<file path="config.mk">
export PLATFORM = sky130hd
export DESIGN_NAME = unix_seconds_to_day_of_year_time_core_flat
export DESIGN_NICKNAME = d
export VERILOG_FILES = /design/src/rtl/ustd_pkg.sv /design/src/rtl/ustd_if.sv /design/src/rtl/unix_seconds_to_day_of_year_time_core.sv /design/src/rtl/ustd_cdiv.sv /design/src/rtl/ustd_leap.sv /design/src/rtl/ustd_outbuf.sv /design/src/flat_wrapper.sv
export SDC_FILE = /design/constraint.sdc
export NUM_CORES = 2
export LEC_CHECK = 0
export BUFFER_PORTS_ARGS = -buffer_cell sky130_fd_sc_hd__buf_2
export CAP_MARGIN = 10
export CORE_MARGIN = 1
export CORE_UTILIZATION = 54
export CTS_CLUSTER_DIAMETER = 100
export DETAILED_ROUTE_END_ITERATION = 6
export GPL_TIMING_DRIVEN = 1
export PLACE_DENSITY = 0.72
export SETUP_SLACK_MARGIN = 0.5
export SLEW_MARGIN = 20
export SYNTH_ARGS = -nofsm -noshare
export SYNTH_HDL_FRONTEND = slang
export SYNTH_SLANG_ARGS = --single-unit
export TNS_END_PERCENT = 1
</file>
<file path="constraint.sdc">
create_clock -name clk -period 47.9 [get_ports clk]
set_input_delay 0 -clock clk [delete_from_list [all_inputs] [get_ports clk]]
set_output_delay 0 -clock clk [all_outputs]
set_load 0.03 [all_outputs]
</file>
<file path="src/rtl/ustd_pkg.sv">
// Package for the Unix seconds to day-of-year converter: calendar constants,
// reciprocals for the constant dividers and the payload and pipeline types.
// No dependencies; every other file refers to it by scoped names.
`timescale 1ns / 1ps
`default_nettype none

package ustd_pkg;

  localparam logic [31:0] SECS_MEAN_YEAR = 32'd31557600;
  localparam logic [31:0] SECS_YEAR      = 32'd31536000;
  localparam logic [31:0] SECS_DAY       = 32'd86400;
  localparam logic [31:0] SECS_HOUR      = 32'd3600;
  localparam logic [31:0] SECS_MIN       = 32'd60;
  localparam logic [31:0] YEAR_SKEW      = 32'd64800;
  localparam logic [11:0] EPOCH_YEAR     = 12'd1970;
  localparam logic [8:0]  LAST_PLAIN_DAY = 9'd364;
  localparam logic [1:0]  LEAP_PHASE     = 2'b10;

  // The century rule drops a leap day at these year estimates.
  localparam logic [7:0] CENTURY_DROP_A = 8'd131;
  localparam logic [7:0] CENTURY_DROP_B = 8'd231;

  // Truncated reciprocals scaled by 2^32: the estimate is low by at most one.
  localparam logic [63:0] RECIP_SCALE     = 64'h1_0000_0000;
  localparam logic [31:0] RECIP_MEAN_YEAR = 32'(RECIP_SCALE / 64'(SECS_MEAN_YEAR));
  localparam logic [31:0] RECIP_YEAR      = 32'(RECIP_SCALE / 64'(SECS_YEAR));
  localparam logic [31:0] RECIP_DAY       = 32'(RECIP_SCALE / 64'(SECS_DAY));
  localparam logic [31:0] RECIP_HOUR      = 32'(RECIP_SCALE / 64'(SECS_HOUR));
  localparam logic [31:0] RECIP_MIN       = 32'(RECIP_SCALE / 64'(SECS_MIN));

  localparam int unsigned QUOT_W = 9;
  localparam logic [QUOT_W-1:0] QUOT_ONE = 9'd1;

  typedef struct packed {
    logic [31:0] unix_seconds;
    logic [19:0] fraction_us;
  } stamp_t;

  typedef struct packed {
    logic [11:0] year_out;
    logic [8:0]  day_of_year;
    logic [4:0]  hour_of_day;
    logic [5:0]  minute_of_hour;
    logic [5:0]  second_of_minute;
    logic [19:0] second_fraction_us;
  } calendar_t;

  // Values that travel alongside the divider chain until the result is packed.
  typedef struct packed {
    logic [19:0] frac;
    logic [31:0] t;
    logic [7:0]  est;
    logic [7:0]  yrs;
    logic [8:0]  day;
    logic [4:0]  hr;
  } side_t;

endpackage

`default_nettype wire

</file>
<file path="src/rtl/ustd_if.sv">
// Valid/ready channel interfaces for timestamps in and calendar fields out.
// Depends on ustd_pkg for the payload types.
`timescale 1ns / 1ps
`default_nettype none

interface ustd_in_if;
  logic valid;
  logic ready;
  ustd_pkg::stamp_t data;
  modport source (output valid, output data, input ready);
  modport sink (input valid, input data, output ready);
endinterface

interface ustd_out_if;
  logic valid;
  logic ready;
  ustd_pkg::calendar_t data;
  modport source (output valid, output data, input ready);
  modport sink (input valid, input data, output ready);
endinterface

`default_nettype wire

</file>
<file path="src/rtl/unix_seconds_to_day_of_year_time_core.sv">
// Converts a Unix seconds count with microsecond fraction into year, day of
// year, hour, minute and second. The stamp channel takes one timestamp per
// transfer; the calendar channel gives one set of fields per timestamp, in
// the order the timestamps arrived.
// Each side carries one transfer per cycle while the output buffer has room.
// A stamp transfer is registered with the year skew added, then passes the
// mean-year divider, the leap-day correction and the year, day, hour and
// minute dividers; the final day fix and packing go straight into the output
// buffer, whose registered head drives the calendar channel.
// The output buffer holds two results. When the receiver stalls and the
// buffer is full, the whole pipeline freezes in place and stamp.ready falls;
// nothing is dropped or repeated. The fraction passes through unchanged.
// A synchronous reset clears every valid bit and empties the buffer; the
// block accepts a timestamp in the cycle after reset is released.
// Depends on ustd_pkg, ustd_if, ustd_cdiv, ustd_leap and ustd_outbuf.
`timescale 1ns / 1ps
`default_nettype none

module unix_seconds_to_day_of_year_time_core (
  input  logic       clk,
  input  logic       rst,
  ustd_in_if.sink    stamp,
  ustd_out_if.source calendar
);

  logic                        en;
  logic                        v0;
  logic [31:0]                 x0;
  ustd_pkg::side_t             side_in0;
  ustd_pkg::side_t             side0;

  logic                        v1;
  logic [ustd_pkg::QUOT_W-1:0] q1;
  ustd_pkg::side_t             side1;

  logic                        v2;
  logic [31:0]                 tl2;
  ustd_pkg::side_t             side2;

  logic                        v3;
  logic [ustd_pkg::QUOT_W-1:0] q3;
  logic [31:0]                 r3;
  ustd_pkg::side_t             side3;
  ustd_pkg::side_t             side3m;

  logic                        v4;
  logic [ustd_pkg::QUOT_W-1:0] q4;
  logic [31:0]                 r4;
  ustd_pkg::side_t             side4;
  ustd_pkg::side_t             side4m;

  logic                        v5;
  logic [ustd_pkg::QUOT_W-1:0] q5;
  logic [31:0]                 r5;
  ustd_pkg::side_t             side5;
  ustd_pkg::side_t             side5m;

  logic                        v6;
  logic [ustd_pkg::QUOT_W-1:0] q6;
  logic [31:0]                 r6;
  ustd_pkg::side_t             side6;

  logic [8:0]                  day_fix;
  ustd_pkg::calendar_t         result;

  assign stamp.ready = en && !rst;

  always_comb begin
    side_in0      = '0;
    side_in0.t    = stamp.data.unix_seconds;
    side_in0.frac = stamp.data.fraction_us;
  end

  always_ff @(posedge clk) begin
    if (rst) begin
      v0 <= 1'b0;
    end else if (en) begin
      v0 <= stamp.valid;
    end
  end

  always_ff @(posedge clk) begin
    if (en) begin
      x0    <= stamp.data.unix_seconds + ustd_pkg::YEAR_SKEW;
      side0 <= side_in0;
    end
  end

  ustd_cdiv u_est_div (
    .clk       (clk),
    .rst       (rst),
    .en        (en),
    .in_valid  (v0),
    .x         (x0),
    .divisor   (ustd_pkg::SECS_MEAN_YEAR),
    .recip     (ustd_pkg::RECIP_MEAN_YEAR),
    .side_in   (side0),
    .out_valid (v1),
    .q         (q1),
    .r         (),
    .side_out  (side1)
  );

  ustd_leap u_leap (
    .clk       (clk),
    .rst       (rst),
    .en        (en),
    .in_valid  (v1),
    .est       (q1[7:0]),
    .side_in   (side1),
    .out_valid (v2),
    .tl        (tl2),
    .side_out  (side2)
  );

  ustd_cdiv u_year_div (
    .clk       (clk),
    .rst       (rst),
    .en        (en),
    .in_valid  (v2),
    .x         (tl2),
    .divisor   (ustd_pkg::SECS_YEAR),
    .recip     (ustd_pkg::RECIP_YEAR),
    .side_in   (side2),
    .out_valid (v3),
    .q         (q3),
    .r         (r3),
    .side_out  (side3)
  );

  always_comb begin
    side3m     = side3;
    side3m.yrs = q3[7:0];
  end

  ustd_cdiv u_day_div (
    .clk       (clk),
    .rst       (rst),
    .en        (en),
    .in_valid  (v3),
    .x         (r3),
    .divisor   (ustd_pkg::SECS_DAY),
    .recip     (ustd_pkg::RECIP_DAY),
    .side_in   (side3m),
    .out_valid (v4),
    .q         (q4),
    .r         (r4),
    .side_out  (side4)
  );

  always_comb begin
    side4m     = side4;
    side4m.day = q4;
  end

  ustd_cdiv u_hour_div (
    .clk       (clk),
    .rst       (rst),
    .en        (en),
    .in_valid  (v4),
    .x         (r4),
    .divisor   (ustd_pkg::SECS_HOUR),
    .recip     (ustd_pkg::RECIP_HOUR),
    .side_in   (side4m),
    .out_valid (v5),
    .q         (q5),
    .r         (r5),
    .side_out  (side5)
  );

  always_comb begin
    side5m    = side5;
    side5m.hr = q5[4:0];
  end

  ustd_cdiv u_min_div (
    .clk       (clk),
    .rst       (rst),
    .en        (en),
    .in_valid  (v5),
    .x         (r5),
    .divisor   (ustd_pkg::SECS_MIN),
    .recip     (ustd_pkg::RECIP_MIN),
    .side_in   (side5m),
    .out_valid (v6),
    .q         (q6),
    .r         (r6),
    .side_out  (side6)
  );

  // In a leap year the last plain day index moves on to the leap day.
  always_comb begin
    if (side6.day == ustd_pkg::LAST_PLAIN_DAY && side6.yrs[1:0] == ustd_pkg::LEAP_PHASE &&
        side6.est != side6.yrs) begin
      day_fix = ustd_pkg::LAST_PLAIN_DAY + 9'd1;
    end else begin
      day_fix = side6.day;
    end
    result.year_out           = {4'd0, side6.yrs} + ustd_pkg::EPOCH_YEAR;
    result.day_of_year        = day_fix + 9'd1;
    result.hour_of_day        = side6.hr;
    result.minute_of_hour     = q6[5:0];
    result.second_of_minute   = r6[5:0];
    result.second_fraction_us = side6.frac;
  end

  ustd_outbuf u_outbuf (
    .clk      (clk),
    .rst      (rst),
    .push     (v6 && en),
    .item     (result),
    .space    (en),
    .calendar (calendar)
  );

endmodule

`default_nettype wire

</file>
<file path="src/rtl/ustd_cdiv.sv">
// Three-stage divider by a constant: reciprocal estimate, back-multiply,
// single correction. Depends on ustd_pkg for widths and the side-band type.
`timescale 1ns / 1ps
`default_nettype none

module ustd_cdiv (
  input  logic                        clk,
  input  logic                        rst,
  input  logic                        en,
  input  logic                        in_valid,
  input  logic [31:0]                 x,
  input  logic [31:0]                 divisor,
  input  logic [31:0]                 recip,
  input  ustd_pkg::side_t             side_in,
  output logic                        out_valid,
  output logic [ustd_pkg::QUOT_W-1:0] q,
  output logic [31:0]                 r,
  output ustd_pkg::side_t             side_out
);

  logic                        va;
  logic                        vb;
  logic [31:0]                 xa;
  logic [ustd_pkg::QUOT_W-1:0] qa;
  logic [ustd_pkg::QUOT_W-1:0] qb;
  logic [31:0]                 rb;
  ustd_pkg::side_t             sa;
  ustd_pkg::side_t             sb;
  logic [63:0]                 prod_est;
  logic [31:0]                 prod_back;

  assign prod_est  = {32'd0, x} * {32'd0, recip};
  assign prod_back = {{(32 - ustd_pkg::QUOT_W){1'b0}}, qa} * divisor;

  always_ff @(posedge clk) begin
    if (rst) begin
      va        <= 1'b0;
      vb        <= 1'b0;
      out_valid <= 1'b0;
    end else if (en) begin
      va        <= in_valid;
      vb        <= va;
      out_valid <= vb;
    end
  end

  always_ff @(posedge clk) begin
    if (en) begin
      xa       <= x;
      qa       <= prod_est[32 +: ustd_pkg::QUOT_W];
      sa       <= side_in;
      qb       <= qa;
      rb       <= xa - prod_back;
      sb       <= sa;
      side_out <= sb;
      if (rb >= divisor) begin
        q <= qb + ustd_pkg::QUOT_ONE;
        r <= rb - divisor;
      end else begin
        q <= qb;
        r <= rb;
      end
    end
  end

endmodule

`default_nettype wire

</file>
<file path="src/rtl/ustd_leap.sv">
// Leap-day stage: counts leap days before the year estimate and removes them
// from the seconds count. Depends on ustd_pkg for constants and types.
`timescale 1ns / 1ps
`default_nettype none

module ustd_leap (
  input  logic            clk,
  input  logic            rst,
  input  logic            en,
  input  logic            in_valid,
  input  logic [7:0]      est,
  input  ustd_pkg::side_t side_in,
  output logic            out_valid,
  output logic [31:0]     tl,
  output ustd_pkg::side_t side_out
);

  logic [8:0]      est_inc;
  logic [6:0]      quarter;
  logic [6:0]      drop_a;
  logic [6:0]      drop_b;
  logic [6:0]      leaps;
  logic [31:0]     leap_secs;
  ustd_pkg::side_t side_mod;

  always_comb begin
    est_inc   = {1'b0, est} + 9'd1;
    quarter   = est_inc[8:2];
    drop_a    = {6'd0, est >= ustd_pkg::CENTURY_DROP_A};
    drop_b    = {6'd0, est >= ustd_pkg::CENTURY_DROP_B};
    leaps     = quarter - drop_a - drop_b;
    leap_secs = {25'd0, leaps} * ustd_pkg::SECS_DAY;
    side_mod     = side_in;
    side_mod.est = est;
  end

  always_ff @(posedge clk) begin
    if (rst) begin
      out_valid <= 1'b0;
    end else if (en) begin
      out_valid <= in_valid;
    end
  end

  always_ff @(posedge clk) begin
    if (en) begin
      tl       <= side_in.t - leap_secs;
      side_out <= side_mod;
    end
  end

endmodule

`default_nettype wire

</file>
<file path="src/rtl/ustd_outbuf.sv">
// Two-entry output buffer that decouples the pipeline from the receiver.
// Depends on ustd_pkg and the ustd_out_if channel interface.
`timescale 1ns / 1ps
`default_nettype none

module ustd_outbuf (
  input  logic                clk,
  input  logic                rst,
  input  logic                push,
  input  ustd_pkg::calendar_t item,
  output logic                space,
  ustd_out_if.source          calendar
);

  logic [1:0]          count;
  logic [1:0]          count_next;
  logic                take;
  logic                pop;
  ustd_pkg::calendar_t head;
  ustd_pkg::calendar_t tail;

  assign space          = (count != 2'd2);
  assign take           = push && space;
  assign pop            = calendar.valid && calendar.ready;
  assign calendar.valid = (count != 2'd0);
  assign calendar.data  = head;

  always_comb begin
    case ({take, pop})
      2'b10:   count_next = count + 2'd1;
      2'b01:   count_next = count - 2'd1;
      default: count_next = count;
    endcase
  end

  always_ff @(posedge clk) begin
    if (rst) begin
      count <= 2'd0;
    end else begin
      count <= count_next;
    end
  end

  always_ff @(posedge clk) begin
    if (pop) begin
      if (count == 2'd2) begin
        head <= tail;
      end else if (take) begin
        head <= item;
      end
    end else if (take) begin
      if (count == 2'd0) begin
        head <= item;
      end else begin
        tail <= item;
      end
    end
  end

endmodule

`default_nettype wire

</file>
<file path="src/flat_wrapper.sv">
// flat-port wrapper written by rule: the top's interface ports become plain ports
module unix_seconds_to_day_of_year_time_core_flat 
  (clk, rst, stamp_valid, stamp_data, stamp_ready, calendar_valid, calendar_data, calendar_ready);
  ustd_in_if stamp_i ();
  ustd_out_if calendar_i ();
  input  logic clk;
  input  logic rst;
  input wire logic [$bits(stamp_i.valid)-1:0] stamp_valid;
  input wire logic [$bits(stamp_i.data)-1:0] stamp_data;
  output wire logic [$bits(stamp_i.ready)-1:0] stamp_ready;
  output wire logic [$bits(calendar_i.valid)-1:0] calendar_valid;
  output wire logic [$bits(calendar_i.data)-1:0] calendar_data;
  input wire logic [$bits(calendar_i.ready)-1:0] calendar_ready;
  assign stamp_i.valid = stamp_valid;
  assign stamp_i.data = stamp_data;
  assign stamp_ready = stamp_i.ready;
  assign calendar_valid = calendar_i.valid;
  assign calendar_data = calendar_i.data;
  assign calendar_i.ready = calendar_ready;
  unix_seconds_to_day_of_year_time_core u_core (.clk(clk), .rst(rst), .stamp(stamp_i), .calendar(calendar_i));
endmodule
</file>
==> reports/metrics.yaml <==
outcome:
  status: "complete, no violations"
finish:
  nNetsFinal: 8041
  most_frequent_standard_cell_in_the_layout_excluding_fill_and_tap_cells: "sky130_fd_sc_hd__edfxtp_1"
  area_growth_pct: 11.32
  layout-drive-gt1-share_pct: 6.221
  layout.cells.most_common_list: "sky130_fd_sc_hd__edfxtp_1, sky130_fd_sc_hd__ha_1, sky130_fd_sc_hd__inv_1"
  nFillCells: 11421
  area_of_combinational_cells_with_multiple_inputs_sq_um: 36690
  antenna-diode-count: 0
  seq_area_sq_um: 42870
synth:
  synthDistinctLibCells: 78
  synth_xor_area_share_pct: 4.703
  synthesis.area_sq_um: 82980
  synth.largest_area_cell: "sky130_fd_sc_hd__edfxtp_1"
  ffs_latches_synth: 1434
  asyncSetResetFlopFracSynth_pct: 0
  synth_enable_flop_cells: 1415
  synth.yosys.warnings: 0
  simple_gate_area_share_of_the_yosys_netlist_pct: 5.960
  ys.flop_type: "sky130_fd_sc_hd__edfxtp_1"
  post_syn_nets: 7674
  synth_compound_area_share_pct: 5.687
  proportion_of_synthesized_area_in_mux_cells_pct: 0.1689
  synth-seq-area-share_pct: 51.66
  combinational_family_with_the_most_area_after_synthesis: "adder cells"
  syn_area_per_cell_sq_um: 13.64
  yosys.area_share.adder_pct: 27.68
  netlist.area_leader.share_pct: 51.21
  synth.area.top_cells: "sky130_fd_sc_hd__edfxtp_1, sky130_fd_sc_hd__ha_1, sky130_fd_sc_hd__fa_1"
  synthesis.instances: 6083
place:
  finalWeightedCongestion: 0.8711
  placement.io_buffers: 115
  dp.final_hpwl_microns: 110900
setup_path:
  crit_top_cell: "sky130_fd_sc_hd__ha_1"
  worst_path_largest_cell_delay_ps: 610
  critical_path_class: "reg -> reg"
  critical-path-slowest-cell: "sky130_fd_sc_hd__o41ai_1"
  rr_startpoint: "u_core.u_est_div.q[6]"
  crit_path_start: "u_core.u_est_div.q[6]"
  ff2ff_path_depth: 25
  timing.critical_path.to_type: "flop"
  required_ps: 48390
  worstSetupStartpointType: "flop"
  reg2reg_to: "u_core.u_leap.tl[27]"
  register_to_register_setup_slack_ps: 40150
  crit_cells: 25
  cp_top_family: "adder cells"
  worst_ep_arrival_time_ps: 8240
  worst-path-buf-inv: 0
  capture_point_of_the_critical_path: "u_core.u_leap.tl[27]"
  timing.critical_path.fanout_max: 8
sta:
  fin_worst_hold_slack_ps: 77.84
  finalSetupTns_ps: 0
  transition_time_of_the_tightest_slew_check_pin_ps: 1100
  setup_violations: 0
  rsz0062_at_grt: "false"
  period_share_pct: 16.18
  max_freq_ghz: 0.1290
  hold_violations: 0
  final.min_clock_period_ps: 7751
  slew_hr_pct: 25.70
  finalMaxSlewViolations: 0
  finClkSkew_ps: 38.70
global_route:
  grt_start_max_net_pins: 185
  global_route_total_usage_across_every_layer_pct: 19.98
  grt_pass1_vias: 47929
  global_route.overflow_total: 0
  grt_first_pass_wirelength_microns: 247300
  grt_antenna_before_repair: 1
clock_tree:
  post-cts-setup-buffer-count: 0
  clock_latency_ps: 780
  post_cts_hold_buffer_count: 110
  post_cts_resized: 0
  tritoncts.num_buffers: 148
  htreeDepth: 4
  total_number_of_clock_tree_sinks: 1434
  cts.root.buffer_cell: "sky130_fd_sc_hd__clkbuf_16"
  path_clk_slew_ps: 60
  cts_max_path_buffers: 3
  tritoncts_clock_tree: "built"
floorplanning:
  die_h_microns: 394.0
  floorplan.die.width_microns: 394.0
  start_util_pct: 54.50
  design.portCount: 116
  floorplan.core_area_sq_um: 152300
  rows: 143
  die_area_sq_um: 155200
drt:
  route.detailed.vias_per_inst: 5.338
  drt_first_pass_iters: 7
  drt-total-wl_microns: 151400
  met3_length_microns: 5960
  post-route-drc-count: 0
  routedWlPerCell_microns: 17.59
  highest-signal-layer: "met5"
  drt_first_iter_violations: 2399
  count_of_vias_placed_by_the_detailed_router: 45931
  wl_met1_microns: 65080
  route.antenna.remaining_nets: 0
  met2RoutedLength_microns: 75650
worst_hold_path:
  min-delay-path-class: "in -> reg"
run:
  max_cap_viol_count: 0
==> metrics by stage <==
stage	utilization, %	worst slack [ps]	instances	area, sq um
finish	60.67	40150	8604	92380
global route	60.67	39680	8604	92380
CTS	60.65	40180	8603	92350
detailed placement	56.61	40220	8219	86190
global placement	56.61	40320	8219	86190
floorplan	-	5350	6083	82980
==> sequential cells by signal (all words and copies together) (netlist names), 36 cells and up <==
name / flops
u_core.side0: 52
u_core.u_day_div.sa: 36
u_core.u_day_div.sb: 36
u_core.u_day_div.side_out: 36
u_core.u_est_div.sa: 47
u_core.u_est_div.sb: 47
u_core.u_est_div.side_out: 52
u_core.u_hour_div.sa: 45
u_core.u_hour_div.sb: 45
u_core.u_hour_div.side_out: 45
u_core.u_min_div.sa: 50
u_core.u_min_div.sb: 50
u_core.u_min_div.side_out: 50
u_core.u_outbuf.calendar.data: 58
u_core.u_outbuf.tail: 58
==> cell type report <==
| cell class | count | share of cell area (%) |
|---|---|---|
| well taps | 2030 | 2.750 |
| clock buffers | 172 | 4.153 |
| clock inverters | 102 | 1.318 |
| repair buffers | 249 | 2.059 |
| inverters | 883 | 3.596 |
| flip-flops and latches | 1434 | 46.41 |
| multi-input cells | 3734 | 39.72 |
==> layer usage <==
metal  global-route usage (%)  vias to the layer above
met1                    25.68                    22515
met2                    34.38                      841
met4                    7.122                        2
met5                        0                        -
li1                         -                    22304
met3                    3.046                      269
==> synth_stat cells, drive strengths merged, types with 16 or more instances <==
| cell | instances |
|---|---|
| edfxtp | 1415 |
| ha | 1034 |
| inv | 882 |
| fa | 501 |
| nand2 | 329 |
| xnor2 | 251 |
| nor2 | 217 |
| a21oi | 195 |
| xor2 | 192 |
| o21ai | 129 |
| nor3 | 102 |
| a21o | 98 |
| nand3 | 77 |
| o21a | 45 |
| a211oi | 44 |
| nand2b | 42 |
| or3 | 39 |
| nand4 | 36 |
| nor4 | 36 |
| o21bai | 36 |
| nor2b | 34 |
| and3 | 30 |
| clkbuf | 25 |
| or2 | 20 |
| a31oi | 19 |
| dfxtp | 19 |
| o31ai | 18 |
| or4 | 16 |
==> worst min-delay path by stage <==
| stage | from | depth (start not counted) | to |
|---|---|---|---|
| final | stamp_data[49] | 2 | u_core.side0[59] |
| after global routing | stamp_data[49] | 2 | u_core.side0[59] |
| after CTS | stamp_data[49] | 2 | u_core.side0[59] |
| after detailed placement | stamp_data[4] | 1 | u_core.side0[66] |
| after global placement | stamp_data[6] | 1 | u_core.side0[68] |
| after floorplan | stamp_data[20] | 0 | u_core.side0[30] |
==> logic make-up (layout without fill, tap and decap cells) <==
| family | after synthesis | count (layout) |
|---|---|---|
| AO/OA/AOI/OAI | 716 | 716 |
| XOR/XNOR | 444 | 444 |
| adder cells (fa/ha/maj) | 1535 | 1535 |
| buffers and inverters | 915 | 1406 |
| flip-flops | 1434 | 1434 |
| multiplexers | 13 | 13 |
| AND/OR/NAND/NOR | 1026 | 1026 |
Power is not shown: default switching activity piles up to over one toggle a cycle in this logic, so the estimate is an artifact.
